File: config.mk
export PLATFORM = sky130hd
export DESIGN_NAME = expression_token_lexer_unit
export DESIGN_NICKNAME = d
export VERILOG_FILES = /design/src/hdl/etl_pkg.sv /design/src/hdl/expression_token_lexer_unit.sv /design/src/hdl/etl_front.sv /design/src/hdl/etl_queue.sv /design/src/hdl/etl_back.sv
export SDC_FILE = /design/constraint.sdc
export NUM_CORES = 1
export LEC_CHECK = 0
export ABC_AREA = 1
export ABC_CLOCK_PERIOD_IN_PS = 7900
export BUFFER_PORTS_ARGS = -buffer_cell sky130_fd_sc_hd__buf_2
export CAP_MARGIN = 15
export CORE_MARGIN = 5
export CORE_UTILIZATION = 40
export DETAILED_ROUTE_END_ITERATION = 12
export MAX_ROUTING_LAYER = met4
export PLACE_DENSITY_LB_ADDON = 0.05
export REMOVE_ABC_BUFFERS = 1
export SYNTH_ARGS = -nofsm -noshare
export SYNTH_HDL_FRONTEND = slang
export SYNTH_SLANG_ARGS = --single-unit
export TNS_END_PERCENT = 10
File: constraint.sdc
create_clock -name clock -period 7.9 [get_ports clock]
set_clock_uncertainty 0.15 [all_clocks]
set_input_delay 0.395 -clock clock [delete_from_list [all_inputs] [get_ports clock]]
set_output_delay 0.395 -clock clock [all_outputs]
set_load 0.01 [all_outputs]
File: src/hdl/etl_pkg.sv
// Shared types, constants and helper functions of the expression token lexer.
package etl_pkg;

   // Widths of the number accumulator and of the line and column counters.
   localparam int VALUE_WIDTH       = 32;
   localparam int POS_WIDTH         = 16;

   // Token queue between the classifier and the token sequencer.
   localparam int QUEUE_DEPTH       = 4;
   localparam int QUEUE_PTR_WIDTH   = $clog2(QUEUE_DEPTH);
   localparam int QUEUE_COUNT_WIDTH = $clog2(QUEUE_DEPTH + 1);

   localparam logic [VALUE_WIDTH-1:0] VALUE_MAX = {VALUE_WIDTH{1'b1}};
   localparam logic [POS_WIDTH-1:0]   POS_MAX   = {POS_WIDTH{1'b1}};

   // Token kinds.
   localparam logic [2:0] TOKEN_ERROR     = 3'd0;
   localparam logic [2:0] TOKEN_NUMBER    = 3'd1;
   localparam logic [2:0] TOKEN_OPERATOR  = 3'd2;
   localparam logic [2:0] TOKEN_SEMICOLON = 3'd3;
   localparam logic [2:0] TOKEN_START     = 3'd4;
   localparam logic [2:0] TOKEN_END       = 3'd5;
   localparam logic [2:0] TOKEN_EOF       = 3'd6;

   // Operator codes.
   localparam logic [1:0] OP_ADD      = 2'd0;
   localparam logic [1:0] OP_SUBTRACT = 2'd1;
   localparam logic [1:0] OP_MULTIPLY = 2'd2;
   localparam logic [1:0] OP_DIVIDE   = 2'd3;

   // Input item kinds.
   localparam logic ITEM_TEXT = 1'b0;
   localparam logic ITEM_EOT  = 1'b1;

   // Run modes of the classifier.
   localparam logic [1:0] MODE_IDLE   = 2'd0;
   localparam logic [1:0] MODE_WORD   = 2'd1;
   localparam logic [1:0] MODE_NUMBER = 2'd2;

   // Characters with a meaning of their own.
   localparam logic [7:0] CHAR_NEWLINE   = 8'h0A;
   localparam logic [7:0] CHAR_TAB       = 8'h09;
   localparam logic [7:0] CHAR_CR        = 8'h0D;
   localparam logic [7:0] CHAR_SPACE     = 8'h20;
   localparam logic [7:0] CHAR_PLUS      = 8'h2B;
   localparam logic [7:0] CHAR_MINUS     = 8'h2D;
   localparam logic [7:0] CHAR_STAR      = 8'h2A;
   localparam logic [7:0] CHAR_SLASH     = 8'h2F;
   localparam logic [7:0] CHAR_SEMICOLON = 8'h3B;

   localparam logic [2:0] WORD_LENGTH_MAX = 3'd7;
   localparam logic [2:0] START_LENGTH    = 3'd5;
   localparam logic [2:0] END_LENGTH      = 3'd3;

   // One accepted item's tokens: an optional finished run, then an optional
   // token of the item itself. Both share the line.
   typedef struct packed {
      logic                   flush_valid;
      logic [2:0]             flush_kind;
      logic [VALUE_WIDTH-1:0] flush_value;
      logic                   flush_overflow;
      logic [POS_WIDTH-1:0]   flush_column;
      logic                   cur_valid;
      logic [2:0]             cur_kind;
      logic [1:0]             cur_op;
      logic [POS_WIDTH-1:0]   cur_column;
      logic [POS_WIDTH-1:0]   line;
   } etl_record_type;

   typedef struct packed {
      logic full;
      logic empty;
   } etl_queue_status_type;

   // Letters of the keyword "start" by position.
   function automatic logic [7:0] start_char(input logic [2:0] idx);
      logic [7:0] ch;
      case (idx)
         3'd0:    ch = 8'h73;
         3'd1:    ch = 8'h74;
         3'd2:    ch = 8'h61;
         3'd3:    ch = 8'h72;
         3'd4:    ch = 8'h74;
         default: ch = 8'h00;
      endcase
      return ch;
   endfunction

   // Letters of the keyword "end" by position.
   function automatic logic [7:0] end_char(input logic [2:0] idx);
      logic [7:0] ch;
      case (idx)
         3'd0:    ch = 8'h65;
         3'd1:    ch = 8'h6E;
         3'd2:    ch = 8'h64;
         default: ch = 8'h00;
      endcase
      return ch;
   endfunction

   // Saturating position increment.
   function automatic logic [POS_WIDTH-1:0] pos_inc(input logic [POS_WIDTH-1:0] p);
      return (p == POS_MAX) ? p : p + POS_WIDTH'(1);
   endfunction

endpackage

File: src/hdl/expression_token_lexer_unit.sv
// Top level of the expression token lexer: classifier, token queue and sequencer.
//
// Usage: the req channel takes one item per transfer, either a text byte
// (req_kind 0, byte on req_char_byte) or an end-of-text marker (req_kind 1).
// The rsp channel delivers one token per transfer with its kind, operator
// code, number value and overflow flag, line, start column, and a flag that
// marks the last token released by its input item. An item releases zero,
// one or two tokens; letter and digit runs are held until a later item ends them.
// A token released by an item is written into the queue when the item is accepted
// and reaches rsp_valid through the output register of the sequencer.
// Throughput: one item and one token per cycle while neither stall is raised. The
// classifier finishes an item in its accept cycle and writes a record of up to
// two tokens into a four-entry queue; the sequencer reads one token per cycle.
// An item that releases two tokens stays queued until both are sent, which
// the queue absorbs, since on average text releases at most one token per byte.
// When rsp_stall holds the output register, the queue fills and req_stall
// rises once it is full. Reset (synchronous) empties the queue and the
// output register, clears any held run and sets line 1, column 0.
module expression_token_lexer_unit
   import etl_pkg::*;
(
   input  logic        clock,
   input  logic        reset,
   input  logic        req_valid,
   output logic        req_stall,
   input  logic        req_kind,
   input  logic [7:0]  req_char_byte,
   output logic        rsp_valid,
   input  logic        rsp_stall,
   output logic [2:0]  rsp_token_kind,
   output logic [1:0]  rsp_operator_code,
   output logic [31:0] rsp_number_value,
   output logic        rsp_value_overflow,
   output logic [15:0] rsp_token_line,
   output logic [15:0] rsp_token_column,
   output logic        rsp_last_token
);

   // Records flow from the classifier into the queue; the sequencer pops them.
   etl_queue_status_type queue_status;
   etl_record_type       push_record;
   etl_record_type       head_record;
   logic                 push;
   logic                 pop;

   etl_front u_front (
      .clock         (clock),
      .reset         (reset),
      .req_valid     (req_valid),
      .req_stall     (req_stall),
      .req_kind      (req_kind),
      .req_char_byte (req_char_byte),
      .queue_status  (queue_status),
      .push          (push),
      .push_record   (push_record)
   );

   etl_queue u_queue (
      .clock        (clock),
      .reset        (reset),
      .push         (push),
      .push_record  (push_record),
      .pop          (pop),
      .head_record  (head_record),
      .queue_status (queue_status)
   );

   etl_back u_back (
      .clock              (clock),
      .reset              (reset),
      .head_record        (head_record),
      .queue_status       (queue_status),
      .pop                (pop),
      .rsp_valid          (rsp_valid),
      .rsp_stall          (rsp_stall),
      .rsp_token_kind     (rsp_token_kind),
      .rsp_operator_code  (rsp_operator_code),
      .rsp_number_value   (rsp_number_value),
      .rsp_value_overflow (rsp_value_overflow),
      .rsp_token_line     (rsp_token_line),
      .rsp_token_column   (rsp_token_column),
      .rsp_last_token     (rsp_last_token)
   );

endmodule

File: src/hdl/etl_front.sv
// Classifier: accepts text items, tracks runs and positions, builds token records.
module etl_front
   import etl_pkg::*;
(
   input  logic                 clock,
   input  logic                 reset,
   input  logic                 req_valid,
   output logic                 req_stall,
   input  logic                 req_kind,
   input  logic [7:0]           req_char_byte,
   input  etl_queue_status_type queue_status,
   output logic                 push,
   output etl_record_type       push_record
);

   logic [1:0]             mode_ff, mode_in;
   logic [2:0]             length_ff, length_in;
   logic                   start_match_ff, start_match_in;
   logic                   end_match_ff, end_match_in;
   logic [VALUE_WIDTH-1:0] value_ff, value_in;
   logic                   overflow_ff, overflow_in;
   logic [POS_WIDTH-1:0]   line_ff, line_in;
   logic [POS_WIDTH-1:0]   column_ff, column_in;
   logic [POS_WIDTH-1:0]   run_column_ff, run_column_in;

   logic                   accept;
   logic                   is_alpha;
   logic                   is_digit;
   logic                   ends_run;
   logic [2:0]             base_length;
   logic                   base_start;
   logic                   base_end;
   logic [VALUE_WIDTH-1:0] base_value;
   logic                   base_overflow;
   logic [VALUE_WIDTH+3:0] product;
   logic [2:0]             run_kind;

   assign req_stall = queue_status.full;
   assign accept    = req_valid && !queue_status.full;

   assign is_alpha = (req_kind == ITEM_TEXT) &&
                     (req_char_byte inside {[8'h61:8'h7A], [8'h41:8'h5A]});
   assign is_digit = (req_kind == ITEM_TEXT) && (req_char_byte inside {[8'h30:8'h39]});

   // A held run ends on anything that does not continue it.
   assign ends_run = !((is_alpha && mode_ff == MODE_WORD) ||
                       (is_digit && mode_ff == MODE_NUMBER));

   always_comb begin
      if (mode_ff == MODE_WORD) begin
         if (start_match_ff && length_ff == START_LENGTH) begin
            run_kind = TOKEN_START;
         end else if (end_match_ff && length_ff == END_LENGTH) begin
            run_kind = TOKEN_END;
         end else begin
            run_kind = TOKEN_ERROR;
         end
      end else begin
         run_kind = TOKEN_NUMBER;
      end
   end

   // Starting values of the run that this item continues or opens.
   assign base_length   = (mode_ff == MODE_WORD) ? length_ff : 3'd0;
   assign base_start    = (mode_ff == MODE_WORD) ? start_match_ff : 1'b1;
   assign base_end      = (mode_ff == MODE_WORD) ? end_match_ff : 1'b1;
   assign base_value    = (mode_ff == MODE_NUMBER) ? value_ff : '0;
   assign base_overflow = (mode_ff == MODE_NUMBER) ? overflow_ff : 1'b0;

   // Ten times the value plus the digit, with room to see an overflow.
   assign product = ({4'b0000, base_value} << 3) + ({4'b0000, base_value} << 1) +
                    {{VALUE_WIDTH{1'b0}}, req_char_byte[3:0]};

   always_comb begin
      push_record                = '0;
      push_record.line           = line_ff;
      push_record.flush_valid    = ends_run && (mode_ff != MODE_IDLE);
      push_record.flush_kind     = run_kind;
      push_record.flush_value    = (mode_ff == MODE_NUMBER) ? value_ff : '0;
      push_record.flush_overflow = (mode_ff == MODE_NUMBER) && overflow_ff;
      push_record.flush_column   = run_column_ff;
      push_record.cur_column     = column_ff;
      push_record.cur_kind       = TOKEN_ERROR;
      push_record.cur_op         = OP_ADD;
      push_record.cur_valid      = 1'b0;
      if (req_kind == ITEM_EOT) begin
         push_record.cur_valid = 1'b1;
         push_record.cur_kind  = TOKEN_EOF;
      end else if (!is_alpha && !is_digit) begin
         push_record.cur_valid = 1'b1;
         case (req_char_byte)
            CHAR_NEWLINE, CHAR_SPACE, CHAR_TAB, CHAR_CR: begin
               push_record.cur_valid = 1'b0;
            end
            CHAR_PLUS: begin
               push_record.cur_kind = TOKEN_OPERATOR;
               push_record.cur_op   = OP_ADD;
            end
            CHAR_MINUS: begin
               push_record.cur_kind = TOKEN_OPERATOR;
               push_record.cur_op   = OP_SUBTRACT;
            end
            CHAR_STAR: begin
               push_record.cur_kind = TOKEN_OPERATOR;
               push_record.cur_op   = OP_MULTIPLY;
            end
            CHAR_SLASH: begin
               push_record.cur_kind = TOKEN_OPERATOR;
               push_record.cur_op   = OP_DIVIDE;
            end
            CHAR_SEMICOLON: begin
               push_record.cur_kind = TOKEN_SEMICOLON;
            end
            default: begin
               push_record.cur_kind = TOKEN_ERROR;
            end
         endcase
      end
   end

   assign push = accept && (push_record.flush_valid || push_record.cur_valid);

   always_comb begin
      mode_in        = mode_ff;
      length_in      = length_ff;
      start_match_in = start_match_ff;
      end_match_in   = end_match_ff;
      value_in       = value_ff;
      overflow_in    = overflow_ff;
      line_in        = line_ff;
      column_in      = column_ff;
      run_column_in  = run_column_ff;
      if (accept) begin
         if (is_alpha) begin
            mode_in        = MODE_WORD;
            if (mode_ff != MODE_WORD) begin
               run_column_in = column_ff;
            end
            start_match_in = base_start && (base_length < START_LENGTH) &&
                             (start_char(base_length) == req_char_byte);
            end_match_in   = base_end && (base_length < END_LENGTH) &&
                             (end_char(base_length) == req_char_byte);
            length_in      = (base_length == WORD_LENGTH_MAX) ? base_length :
                             base_length + 3'd1;
            column_in      = pos_inc(column_ff);
         end else if (is_digit) begin
            mode_in = MODE_NUMBER;
            if (mode_ff != MODE_NUMBER) begin
               run_column_in = column_ff;
            end
            if (base_overflow || product[VALUE_WIDTH+3:VALUE_WIDTH] != 4'd0) begin
               value_in    = VALUE_MAX;
               overflow_in = 1'b1;
            end else begin
               value_in    = product[VALUE_WIDTH-1:0];
               overflow_in = 1'b0;
            end
            column_in = pos_inc(column_ff);
         end else begin
            mode_in = MODE_IDLE;
            if (req_kind == ITEM_TEXT) begin
               if (req_char_byte == CHAR_NEWLINE) begin
                  line_in   = pos_inc(line_ff);
                  column_in = '0;
               end else begin
                  column_in = pos_inc(column_ff);
               end
            end
         end
      end
   end

   always_ff @(posedge clock) begin
      if (reset) begin
         mode_ff        <= MODE_IDLE;
         length_ff      <= 3'd0;
         start_match_ff <= 1'b1;
         end_match_ff   <= 1'b1;
         value_ff       <= '0;
         overflow_ff    <= 1'b0;
         line_ff        <= POS_WIDTH'(1);
         column_ff      <= '0;
         run_column_ff  <= '0;
      end else begin
         mode_ff        <= mode_in;
         length_ff      <= length_in;
         start_match_ff <= start_match_in;
         end_match_ff   <= end_match_in;
         value_ff       <= value_in;
         overflow_ff    <= overflow_in;
         line_ff        <= line_in;
         column_ff      <= column_in;
         run_column_ff  <= run_column_in;
      end
   end

endmodule

File: src/hdl/etl_queue.sv
// Short first-in first-out queue of token records.
module etl_queue
   import etl_pkg::*;
(
   input  logic                 clock,
   input  logic                 reset,
   input  logic                 push,
   input  etl_record_type       push_record,
   input  logic                 pop,
   output etl_record_type       head_record,
   output etl_queue_status_type queue_status
);

   etl_record_type               entries_ff [QUEUE_DEPTH];
   logic [QUEUE_PTR_WIDTH-1:0]   wr_ptr_ff, wr_ptr_in;
   logic [QUEUE_PTR_WIDTH-1:0]   rd_ptr_ff, rd_ptr_in;
   logic [QUEUE_COUNT_WIDTH-1:0] count_ff, count_in;

   assign head_record        = entries_ff[rd_ptr_ff];
   assign queue_status.full  = (count_ff == QUEUE_COUNT_WIDTH'(QUEUE_DEPTH));
   assign queue_status.empty = (count_ff == '0);

   always_comb begin
      wr_ptr_in = push ? wr_ptr_ff + QUEUE_PTR_WIDTH'(1) : wr_ptr_ff;
      rd_ptr_in = pop ? rd_ptr_ff + QUEUE_PTR_WIDTH'(1) : rd_ptr_ff;
      count_in  = count_ff;
      if (push && !pop) begin
         count_in = count_ff + QUEUE_COUNT_WIDTH'(1);
      end else if (pop && !push) begin
         count_in = count_ff - QUEUE_COUNT_WIDTH'(1);
      end
   end

   always_ff @(posedge clock) begin
      if (reset) begin
         wr_ptr_ff <= '0;
         rd_ptr_ff <= '0;
         count_ff  <= '0;
      end else begin
         wr_ptr_ff <= wr_ptr_in;
         rd_ptr_ff <= rd_ptr_in;
         count_ff  <= count_in;
      end
   end

   always_ff @(posedge clock) begin
      if (push) begin
         entries_ff[wr_ptr_ff] <= push_record;
      end
   end

endmodule

File: src/hdl/etl_back.sv
// Token sequencer: splits records into single tokens and holds the result register.
module etl_back
   import etl_pkg::*;
(
   input  logic                 clock,
   input  logic                 reset,
   input  etl_record_type       head_record,
   input  etl_queue_status_type queue_status,
   output logic                 pop,
   output logic                 rsp_valid,
   input  logic                 rsp_stall,
   output logic [2:0]           rsp_token_kind,
   output logic [1:0]           rsp_operator_code,
   output logic [31:0]          rsp_number_value,
   output logic                 rsp_value_overflow,
   output logic [15:0]          rsp_token_line,
   output logic [15:0]          rsp_token_column,
   output logic                 rsp_last_token
);

   logic                   valid_ff, valid_in;
   logic                   second_ff, second_in;
   logic [2:0]             kind_ff, kind_in;
   logic [1:0]             op_ff, op_in;
   logic [VALUE_WIDTH-1:0] value_ff, value_in;
   logic                   overflow_ff, overflow_in;
   logic [POS_WIDTH-1:0]   line_ff, line_in;
   logic [POS_WIDTH-1:0]   column_ff, column_in;
   logic                   last_ff, last_in;

   logic                   load;
   logic                   take;
   logic                   send_flush;

   assign load       = !valid_ff || !rsp_stall;
   assign take       = load && !queue_status.empty;
   assign send_flush = !second_ff && head_record.flush_valid;
   assign pop        = take && !(send_flush && head_record.cur_valid);

   always_comb begin
      valid_in    = valid_ff;
      second_in   = second_ff;
      kind_in     = kind_ff;
      op_in       = op_ff;
      value_in    = value_ff;
      overflow_in = overflow_ff;
      line_in     = line_ff;
      column_in   = column_ff;
      last_in     = last_ff;
      if (load) begin
         valid_in = take;
      end
      if (take) begin
         line_in   = head_record.line;
         second_in = send_flush && head_record.cur_valid;
         if (send_flush) begin
            kind_in     = head_record.flush_kind;
            op_in       = OP_ADD;
            value_in    = head_record.flush_value;
            overflow_in = head_record.flush_overflow;
            column_in   = head_record.flush_column;
            last_in     = !head_record.cur_valid;
         end else begin
            kind_in     = head_record.cur_kind;
            op_in       = head_record.cur_op;
            value_in    = '0;
            overflow_in = 1'b0;
            column_in   = head_record.cur_column;
            last_in     = 1'b1;
         end
      end
   end

   always_ff @(posedge clock) begin
      if (reset) begin
         valid_ff  <= 1'b0;
         second_ff <= 1'b0;
      end else begin
         valid_ff  <= valid_in;
         second_ff <= second_in;
      end
   end

   always_ff @(posedge clock) begin
      kind_ff     <= kind_in;
      op_ff       <= op_in;
      value_ff    <= value_in;
      overflow_ff <= overflow_in;
      line_ff     <= line_in;
      column_ff   <= column_in;
      last_ff     <= last_in;
   end

   assign rsp_valid          = valid_ff;
   assign rsp_token_kind     = kind_ff;
   assign rsp_operator_code  = op_ff;
   assign rsp_number_value   = value_ff;
   assign rsp_value_overflow = overflow_ff;
   assign rsp_token_line     = line_ff;
   assign rsp_token_column   = column_ff;
   assign rsp_last_token     = last_ff;

endmodule
==> impl_metrics.env <==
export IMPL_outcome="finished, final reports clean"
export IMPL_reg2reg_from="u_front.mode_ff[1]"
export IMPL_synth_distinct_cells=54
export IMPL_synth_seq_cells=530
export IMPL_die_width_um=257
export IMPL_fin_tns_setup_ns=0
export IMPL_worstMarginPinSlew_ns=1.12
export IMPL_drtIter0Drc=1112
export IMPL_max_slew_margin=0.251
export IMPL_boundaryPins=86
export IMPL_rrSetupSlack_ns=3.49
export IMPL_utilization=0.452
export IMPL_async_flop_share=0
export IMPL_vias_per_cell=5.06
export IMPL_reg2reg_to="u_front.value_ff[19]"
export IMPL_cts_resized=0
export IMPL_fp_row_count=90
export IMPL_die_h_um=257
export IMPL_dpl_hpwl_um=38000
export IMPL_whs_path_depth=5
export IMPL_grt_pass1_wl_um=95600
export IMPL_setup_viol=0
export IMPL_ir_worst_vdd_v=0.000230
export IMPL_worstPathRequired_ns=8.23
export IMPL_timing_fmax_mhz=227
export IMPL_critPathCaptureType="register"
export IMPL_r2r_cells=19
export IMPL_postCtsSetupBuffers=0
export IMPL_slew_viol_final=0
export IMPL_fin_crit_ns=4.41
export IMPL_drc=0
export IMPL_gp_congestion=0.961
export IMPL_nets=2621
export IMPL_min_path_type="in2reg"
export IMPL_syn_cell_area_sq_um=24400
export IMPL_synth_cells=2453
export IMPL_setup_ws_ns=3.49
export IMPL_dp_slack_ns=3.47
export IMPL_grt_ovfl_total=0
export IMPL_crit_arrival_ns=4.74
export IMPL_firstDrtPassIters=7
export IMPL_clk_pin_slew_worst_paths_ns=0.06
export IMPL_syn_avg_cell_area_sq_um=9.96
export IMPL_rsz0062_at_grt="no"
export IMPL_antenna_cells=0
export IMPL_clk_path_buf_depth=3
export IMPL_synth_seq_area_share=0.611
export IMPL_routed_wl_um=60900
export IMPL_cellLeakagePower_nw=10.9
export IMPL_crit_fanout=33
export IMPL_synth_edf_count=431
export IMPL_clkLatencyLatePin_ns=0.60
export IMPL_synthFlopType="edfxtp_1"
export IMPL_num_vias=17000
export IMPL_areaGrowthSynthToFinish_pct=11.9
export IMPL_finalCritPeriodShare=0.558
export IMPL_track_usage=0.186
export IMPL_worstHoldStart="req_char_byte[0]"
export IMPL_grt_pass1_vias=16600
export IMPL_htreeDepth=2
export IMPL_cp_start_kind="register"
export IMPL_start_util=0.404
export IMPL_portBuffers=85
export IMPL_whs_ns=0.107
export IMPL_ys_warn_count=0
export IMPL_die_area_sq_um=66100
export IMPL_cts_buffers=57
export IMPL_coreArea_sq_um=60500
export IMPL_grt_antenna_before_repair=1
export IMPL_fillers=5794
export IMPL_power_mw=8.08
export IMPL_clockRootBuffer="clkbuf_16"
export IMPL_hold_end="u_front.start_match_ff"
export IMPL_layout_drive_gt1_share=0.116
export IMPL_drv_cap=0
export IMPL_cts_sinks=530
export IMPL_worstSetupPathType="reg2reg"
export IMPL_ant_nets=0
export IMPL_detail_route_wl_per_cell_um=18.1
export IMPL_grt_max_degree=92
export IMPL_hold_viol=0
export IMPL_cts_tree="built"
export IMPL_p_per_area_nw_per_um2=296
-- what timing repair did --
item	4_1_cts	5_1_grt
hold buffers	1	0
endpoints found under the hold margin	4	0
endpoints found under the setup margin	0	0
-- layout make-up --
cell class                 count  area (sq um)  area share
tap                          782           978      0.0358
multi-input combinational   1560          8040       0.294
clock buffer                  68          1490      0.0545
timing repair buffer         109           633      0.0232
sequential                   530         14900       0.546
inverter                     273          1030      0.0377
clock inverter                38           233     0.00851
-- state kept, by name (all words and copies together) (netlist names), 2 cells and up, named ones only --
register                  flops
u_back.rsp_token_kind         3
u_front.length_ff             3
u_queue.wr_ptr_ff             2
u_queue.entries_ff          360
u_front.mode_ff               2
u_front.line_ff              16
u_back.rsp_token_line        16
u_back.rsp_token_column      16
u_back.rsp_number_value      32
u_queue.rd_ptr_ff             2
u_front.value_ff             32
u_front.column_ff            16
u_queue.count_ff              3
u_back.rsp_operator_code      2
u_front.run_column_ff        16
-- cells in the final DEF, fill, tap and decap left out, types with 24 or more instances in the layout --
cell type / instances
edfxtp_1: 431
buf_2: 85
nand2_1: 338
o22ai_1: 39
clkbuf_16: 58
o21ai_0: 225
nand3_1: 67
inv_1: 250
dfxtp_1: 97
nor2_1: 460
nand3_2: 24
a21oi_1: 138
nand2_2: 25
ha_1: 74
-- synth_stat cells (18+ instances only) --
cell,n,share of area
a21oi_1,138,0.028
a31oi_1,23,0.0059
clkbuf_1,48,0.0074
dfxtp_1,99,0.081
edfxtp_1,431,0.53
ha_1,74,0.038
inv_1,250,0.038
inv_2,20,0.0031
nand2_1,338,0.052
nand2_2,25,0.0064
nand3_1,67,0.014
nand3_2,24,0.0098
nand4_1,18,0.0046
nor2_1,465,0.071
nor3_1,22,0.0045
o21ai_0,225,0.046
o22ai_1,39,0.010
xor2_1,22,0.0079
-- routing by layer --
metal | global-route usage | vias up | wire length, um
met5 | - | - | 0
met4 | 0.0425 | 0 | 1240
met3 | 0.0251 | 87 | 2300
met2 | 0.303 | 289 | 29100
met1 | 0.251 | 8139 | 28200
li1 | - | 8479 | -
-- logic make-up after synthesis --
logic type / Yosys count / synth area share
flip-flops: 530 / 0.611
XOR/XNOR: 25 / 0.00897
AND/OR/NAND/NOR: 1006 / 0.179
adder cells (fa/ha/maj): 77 / 0.0404
buffers and inverters: 363 / 0.0618
AO/OA/AOI/OAI: 452 / 0.0984
-- critical path, cell delays in order, from the launching register on --
cell	delay, ns
dfxtp_1	0.40
nand2_2	0.46
nor2_1	0.49
inv_1	0.11
fa_1	0.53
fa_1	0.49
inv_1	0.12
nand3_1	0.10
nand2_2	0.15
nand2_1	0.08
nand2_2	0.10
nand2_1	0.07
nand2_2	0.08
nand2_1	0.08
nand3_2	0.08
nand2_4	0.08
nor2_8	0.45
nand3_1	0.15
nand2_1	0.09
inv_1	0.04
-- stage by stage --
step | area, sq um | instances
after CTS | 27300 | 3358
after global placement | 25600 | 3251
after detailed placement | 25600 | 3251
after floorplan | 23900 | 2363
final | 27300 | 3360
after global routing | 27300 | 3360
-- worst max-delay path by stage --
stage                  startpoint                   end  slack [ns]  depth (start not counted)
2_1_floorplan            register   u_queue.count_ff[1]       -1.16                         12
6_report       u_front.mode_ff[1]  u_front.value_ff[19]        3.49                         19
3_5_place_dp   u_front.mode_ff[1]  u_front.value_ff[20]        3.47                         19
3_3_place_gp   u_front.mode_ff[1]  u_front.value_ff[21]        3.58                         16
4_1_cts        u_front.mode_ff[1]  u_front.value_ff[19]        3.44                         19
5_1_grt        u_front.mode_ff[1]  u_front.value_ff[19]        2.97                         19
-- power breakdown --
| group | leakage (nW) | total, mW | internal, mW | switching [mW] |
|---|---|---|---|---|
| registers | 5.00 | 3.75 | 3.55 | 0.198 |
| logic | 5.04 | 1.88 | 0.545 | 1.33 |
| clock network | 0.848 | 2.46 | 1.40 | 1.06 |
Note: power is estimated with default switching activity, not from simulation.
